[src/rtl/lzw_pkg.sv]
// Shared constants and types of the LZW decoder.
// Used by the dictionary memory, the unwind stack, the top level and the checker; no dependencies.
package lzw_pkg;

   localparam int CODE_BITS  = 16;
   localparam int MAX_STRING = 64;
   localparam int CODE_W     = 16;
   localparam int BYTE_W     = 8;
   localparam int TABLE_SIZE = 1 << CODE_BITS;
   localparam int NF_W       = CODE_BITS + 1;
   localparam int CMP_W      = CODE_W + 1;
   localparam int SP_W       = $clog2(MAX_STRING + 1);
   localparam int STK_AW     = $clog2(MAX_STRING);

   typedef logic [CODE_BITS-1:0] dict_addr_type;

   typedef struct packed {
      logic [CODE_BITS-1:0] prefix;
      logic [BYTE_W-1:0]    suffix;
   } dict_entry_type;

   typedef struct packed {
      logic           en;
      dict_addr_type  addr;
      dict_entry_type entry;
   } dict_wr_type;

   typedef struct packed {
      logic              en;
      logic [STK_AW-1:0] addr;
      logic [BYTE_W-1:0] data;
   } stack_wr_type;

endpackage

[src/rtl/lzw_stack.sv]
// Unwind stack memory: bytes of one string pushed tail first, popped head first.
// Read data is registered and holds until the next read. Depends on lzw_pkg.
module lzw_stack
   import lzw_pkg::*;
(
   input  logic              clock,
   input  stack_wr_type      wr,
   input  logic              rd_en,
   input  logic [STK_AW-1:0] rd_addr,
   output logic [BYTE_W-1:0] rd_data
);

   logic [BYTE_W-1:0] mem [MAX_STRING];
   logic [BYTE_W-1:0] rd_data_ff;

   always_ff @(posedge clock) begin
      if (wr.en) begin
         mem[wr.addr] <= wr.data;
      end
      if (rd_en) begin
         rd_data_ff <= mem[rd_addr];
      end
   end

   assign rd_data = rd_data_ff;

endmodule

[config.mk]
export PLATFORM = sky130hd
export DESIGN_NAME = lzw_stack
export DESIGN_NICKNAME = d
export VERILOG_FILES = /design/src/rtl/lzw_pkg.sv /design/src/rtl/lzw_stack.sv
export SDC_FILE = /design/constraint.sdc
export NUM_CORES = 1
export LEC_CHECK = 0
export ABC_AREA = 1
export BUFFER_PORTS_ARGS = -buffer_cell sky130_fd_sc_hd__clkbuf_2
export CAP_MARGIN = 20
export CORE_MARGIN = 2
export CORE_UTILIZATION = 55
export DETAILED_ROUTE_END_ITERATION = 8
export PLACE_DENSITY = 0.74
export SETUP_SLACK_MARGIN = 0.4
export SLEW_MARGIN = 20
export SYNTH_ARGS = -nofsm -noshare
export SYNTH_HDL_FRONTEND = slang
export SYNTH_SLANG_ARGS = --single-unit
[constraint.sdc]
create_clock -name clock -period 2.24 [get_ports clock]
set_clock_uncertainty 0.15 [all_clocks]
set_input_delay 0.224 -clock clock [delete_from_list [all_inputs] [get_ports clock]]
set_output_delay 0.224 -clock clock [all_outputs]
set_load 0.01 [all_outputs]
Yosys cells after proc, flatten, opt, wreduce, memory -nomap -nowiden
Memories as Yosys holds them, arrays and structs flattened. A register that Yosys moved wholly into a read port is not among the register bits. Index checks and enable logic that the tools add are counted.

Register bits: 0. Bits in writable memories: 512. Logic and storage cells: 3. Memories: 1.

Memory list: mem (depth 64, bits a word 8, read ports 1, clocked after Yosys merged registers in 1, wr ports 1, line lzw_stack.sv:13) `logic [BYTE_W-1:0] mem [MAX_STRING];`.

Muxes and demuxes: 2.

Operators by type and width (count): two-way mux 1 bit (2).

Longest topological paths before layout
Depth in word-level cells: 2. Depth in mapped cells: 12. Depth with buffers taken out: 9.

Least setup slack after synthesis
No wires, ideal clock.

Path type: in2reg. Start point: input wr[14] (netlist name). End point: memory mem[48][0], enable pin. Library setup time: 0.395 ns. Data arrival time: 1.595 ns. Data required time: 1.695 ns. Setup slack: 0.100 ns. Cell stages on the path: 3. Buffers on the path: 1. Path through: clkbuf_1 > nand4_1 > nor4_1.

Cells in the longest elaborated chain, start to end: 2.

Ends and longest elaborated chain: start, declared (line lzw_stack.sv:7) `input stack_wr_type wr,`; two-way mux 1 bit (line lzw_stack.sv:17) `if (wr.en) begin`; two-way mux 1 bit (not written as such) (line lzw_stack.sv:18) `mem[wr.addr] <= wr.data;`; end, declared (line lzw_stack.sv:13).

No other way between the ends.

==> results.toml <==
[cells_and_area]
final_util = 0.6242
antenna_cells = 0
final_common_cell = "nand2_1"
fin_area_um2 = 24070
layoutNonFillerInstCount = 2441
drive_gt1_frac = 0.1076
final_cell_mix = "nand2_1 (648), edfxtp_1 (520), nand3_1 (439)"
syn2layout_area_growth_pct = 12.36
fin_nets = 1904

[logic_synthesis]
syn_avg_cell_area_um2 = 11.87
synth-seq-cells = 520
ys_warn_count = 0
syn_nets = 1828
synth_top_area_cell = "edfxtp_1"
synth_cell_types = 15
netlist.area_leader.share = 0.7290
ys_seq_area_frac = 0.7290
syn_area_um2 = 21420
synth_area_leaders = "edfxtp_1 (73%), nand2_1 (11%), nand3_1 (10%)"
syn-instance-count = 1805

[clocking]
cts_root_buffer = "clkbuf_16"
cts_resized = 0
cts_tree = "built"
clock_latency_ns = 0.59
numCtsBuffers = 52
clk_pin_slew_ns = 0.06
htree_levels = 2
cts_setup_buffers = 0
clock_path_buffers = 3
cts_sinks = 520

[worst_hold_path]
min_path_type = "in -> reg"
hold_depth = 2

[sta]
rsz0062_at_grt = "no"
hold_ws_ns = 0.02655
timing.final.crit_share = 0.7246
worst_pin_slew_ns = 0.9878
fin_crit_ns = 1.623
timing.fmax_ghz = 0.6161
max_slew_margin = 0.3415
hold_violations = 0
tns_ns = 0
finalSetupViolCount = 0
setup_ws_ns = 0.6168
final_max_slew_viol_count = 0

[route]
first_iter_violations = 1790
dr.pass1.iters = 6
vias = 14180
via_per_inst = 5.810
drc_errors = 0
final_antenna_net_count = 0
wl_per_cell_um = 21.12
wirelength_um = 51560

[global_routing]
overflow = 0
grt_use_total = 0.2577
grt_pass1_vias = 14050
grt_pass1_wl_um = 79720
antenna_found_initial = 1
grt_max_degree = 97

[power]
p_leak_nw = 8.809
ir_drop_mv = 0.6193
power_density_nw_per_um2 = 843.3
power_mw = 20.30

[place]
place_congestion = 0.8407
place_hpwl_um = 29650
dp_cells = 2343
placed_area_um2 = 22450
post-place-ws_ns = 0.1686
io_buffers = 30

[critical_path]
crit_path_end_kind = "flip-flop"
rr_worst_depth = 8
worst_setup_path_start_kind = "flip-flop"
critPathRequiredTime_ns = 2.42
timing.rr.end = "rd_data[4]"
critical_path_class = "reg -> reg"
startpoint = "mem[15][4]"
cp_max_fo = 1
critPathMaxStageDelay_ns = 0.36
critPathSlowestCell = "edfxtp_1"
crit_arrival_ns = 1.80
r2r_setup_slack_ns = 0.62
crit_end = "rd_data[4]"
reg2reg_from = "mem[15][4]"
crit_chain = "nand2_1 -> nand3_1 -> nand3_1 -> nand2_1 -> nand2_1 -> nand3_1 -> nand3_1 -> nand2_1"

[floorplan]
die_x_um = 201.3
boundaryPins = 31
die_h_um = 201.3
row_count = 72
coreArea_um2 = 38560
fp.dieArea_um2 = 40540
start_util = 0.5555

[run]
drv_cap = 0

[status]
status = "complete, no violations"
## logic make-up after synthesis
kind of cell	count (synthesis)	share of synthesized area
flops	520	0.7290
simple gates	1160	0.2309
buf+inv	125	0.04007
## flip-flops by register name, summed over array words and instances (netlist names)
signal,count
mem,512
rd_data,8
## layout make-up
cell class                      count  area (um2)
Clock buffer                       65        1371
Clock inverter                     31       224.0
Fill cell                        2932       14490
Inverter                           12       52.55
Multi-Input combinational cell   1160        4946
Sequential cell                   520       15620
Tap cell                          518       648.1
Timing Repair Buffer              135        1210
## report_power, final
group	switching (mW)	internal, mW	total, mW
clock network	3.51	4.67	8.18
logic	0.936	0.354	1.29
registers	0.0298	10.8	10.8
## synthesized netlist by cell type
cell,instances
nand2_1,648
buf_8,2
nor2_1,56
buf_4,14
inv_1,10
nand3_1,439
clkbuf_1,15
nand4_1,9
inv_2,1
buf_6,35
inv_6,1
nor4_1,8
buf_1,10
edfxtp_1,520
buf_2,37
## metal layers
layer,share of wire,track usage,up-vias
met5,0.00014,0,-
met2,0.47,0.4078,683
met4,0.032,0.09874,2
met3,0.10,0.06187,111
li1,-,-,6507
met1,0.39,0.3492,6879
## what timing repair did
| item | 4_1_cts | 5_1_grt |
|---|---|---|
| hold endpoints to repair | 15 | 0 |
| hold buffers | 2 | 0 |
| endpoints found under the setup margin | 0 | 0 |
## worst max-delay path, delay by kind of cell (launching register included)
family        cells  cell delay, ns
simple gates      8            0.86
flops             1            0.36
## worst min path at each step
stage | start | slack, ns | to
final | wr[4] | 0.03 | mem[24][4]
after global routing | wr[4] | 0.02 | mem[20][4]
after CTS | wr[4] | 0.01 | mem[24][4]
after detailed placement | rd_en | 0.54 | rd_data[7]
after global placement | rd_en | 0.53 | rd_data[7]
after floorplan | wr[0] | 0.17 | mem[0][0]
(Power assumes the default switching activity.)
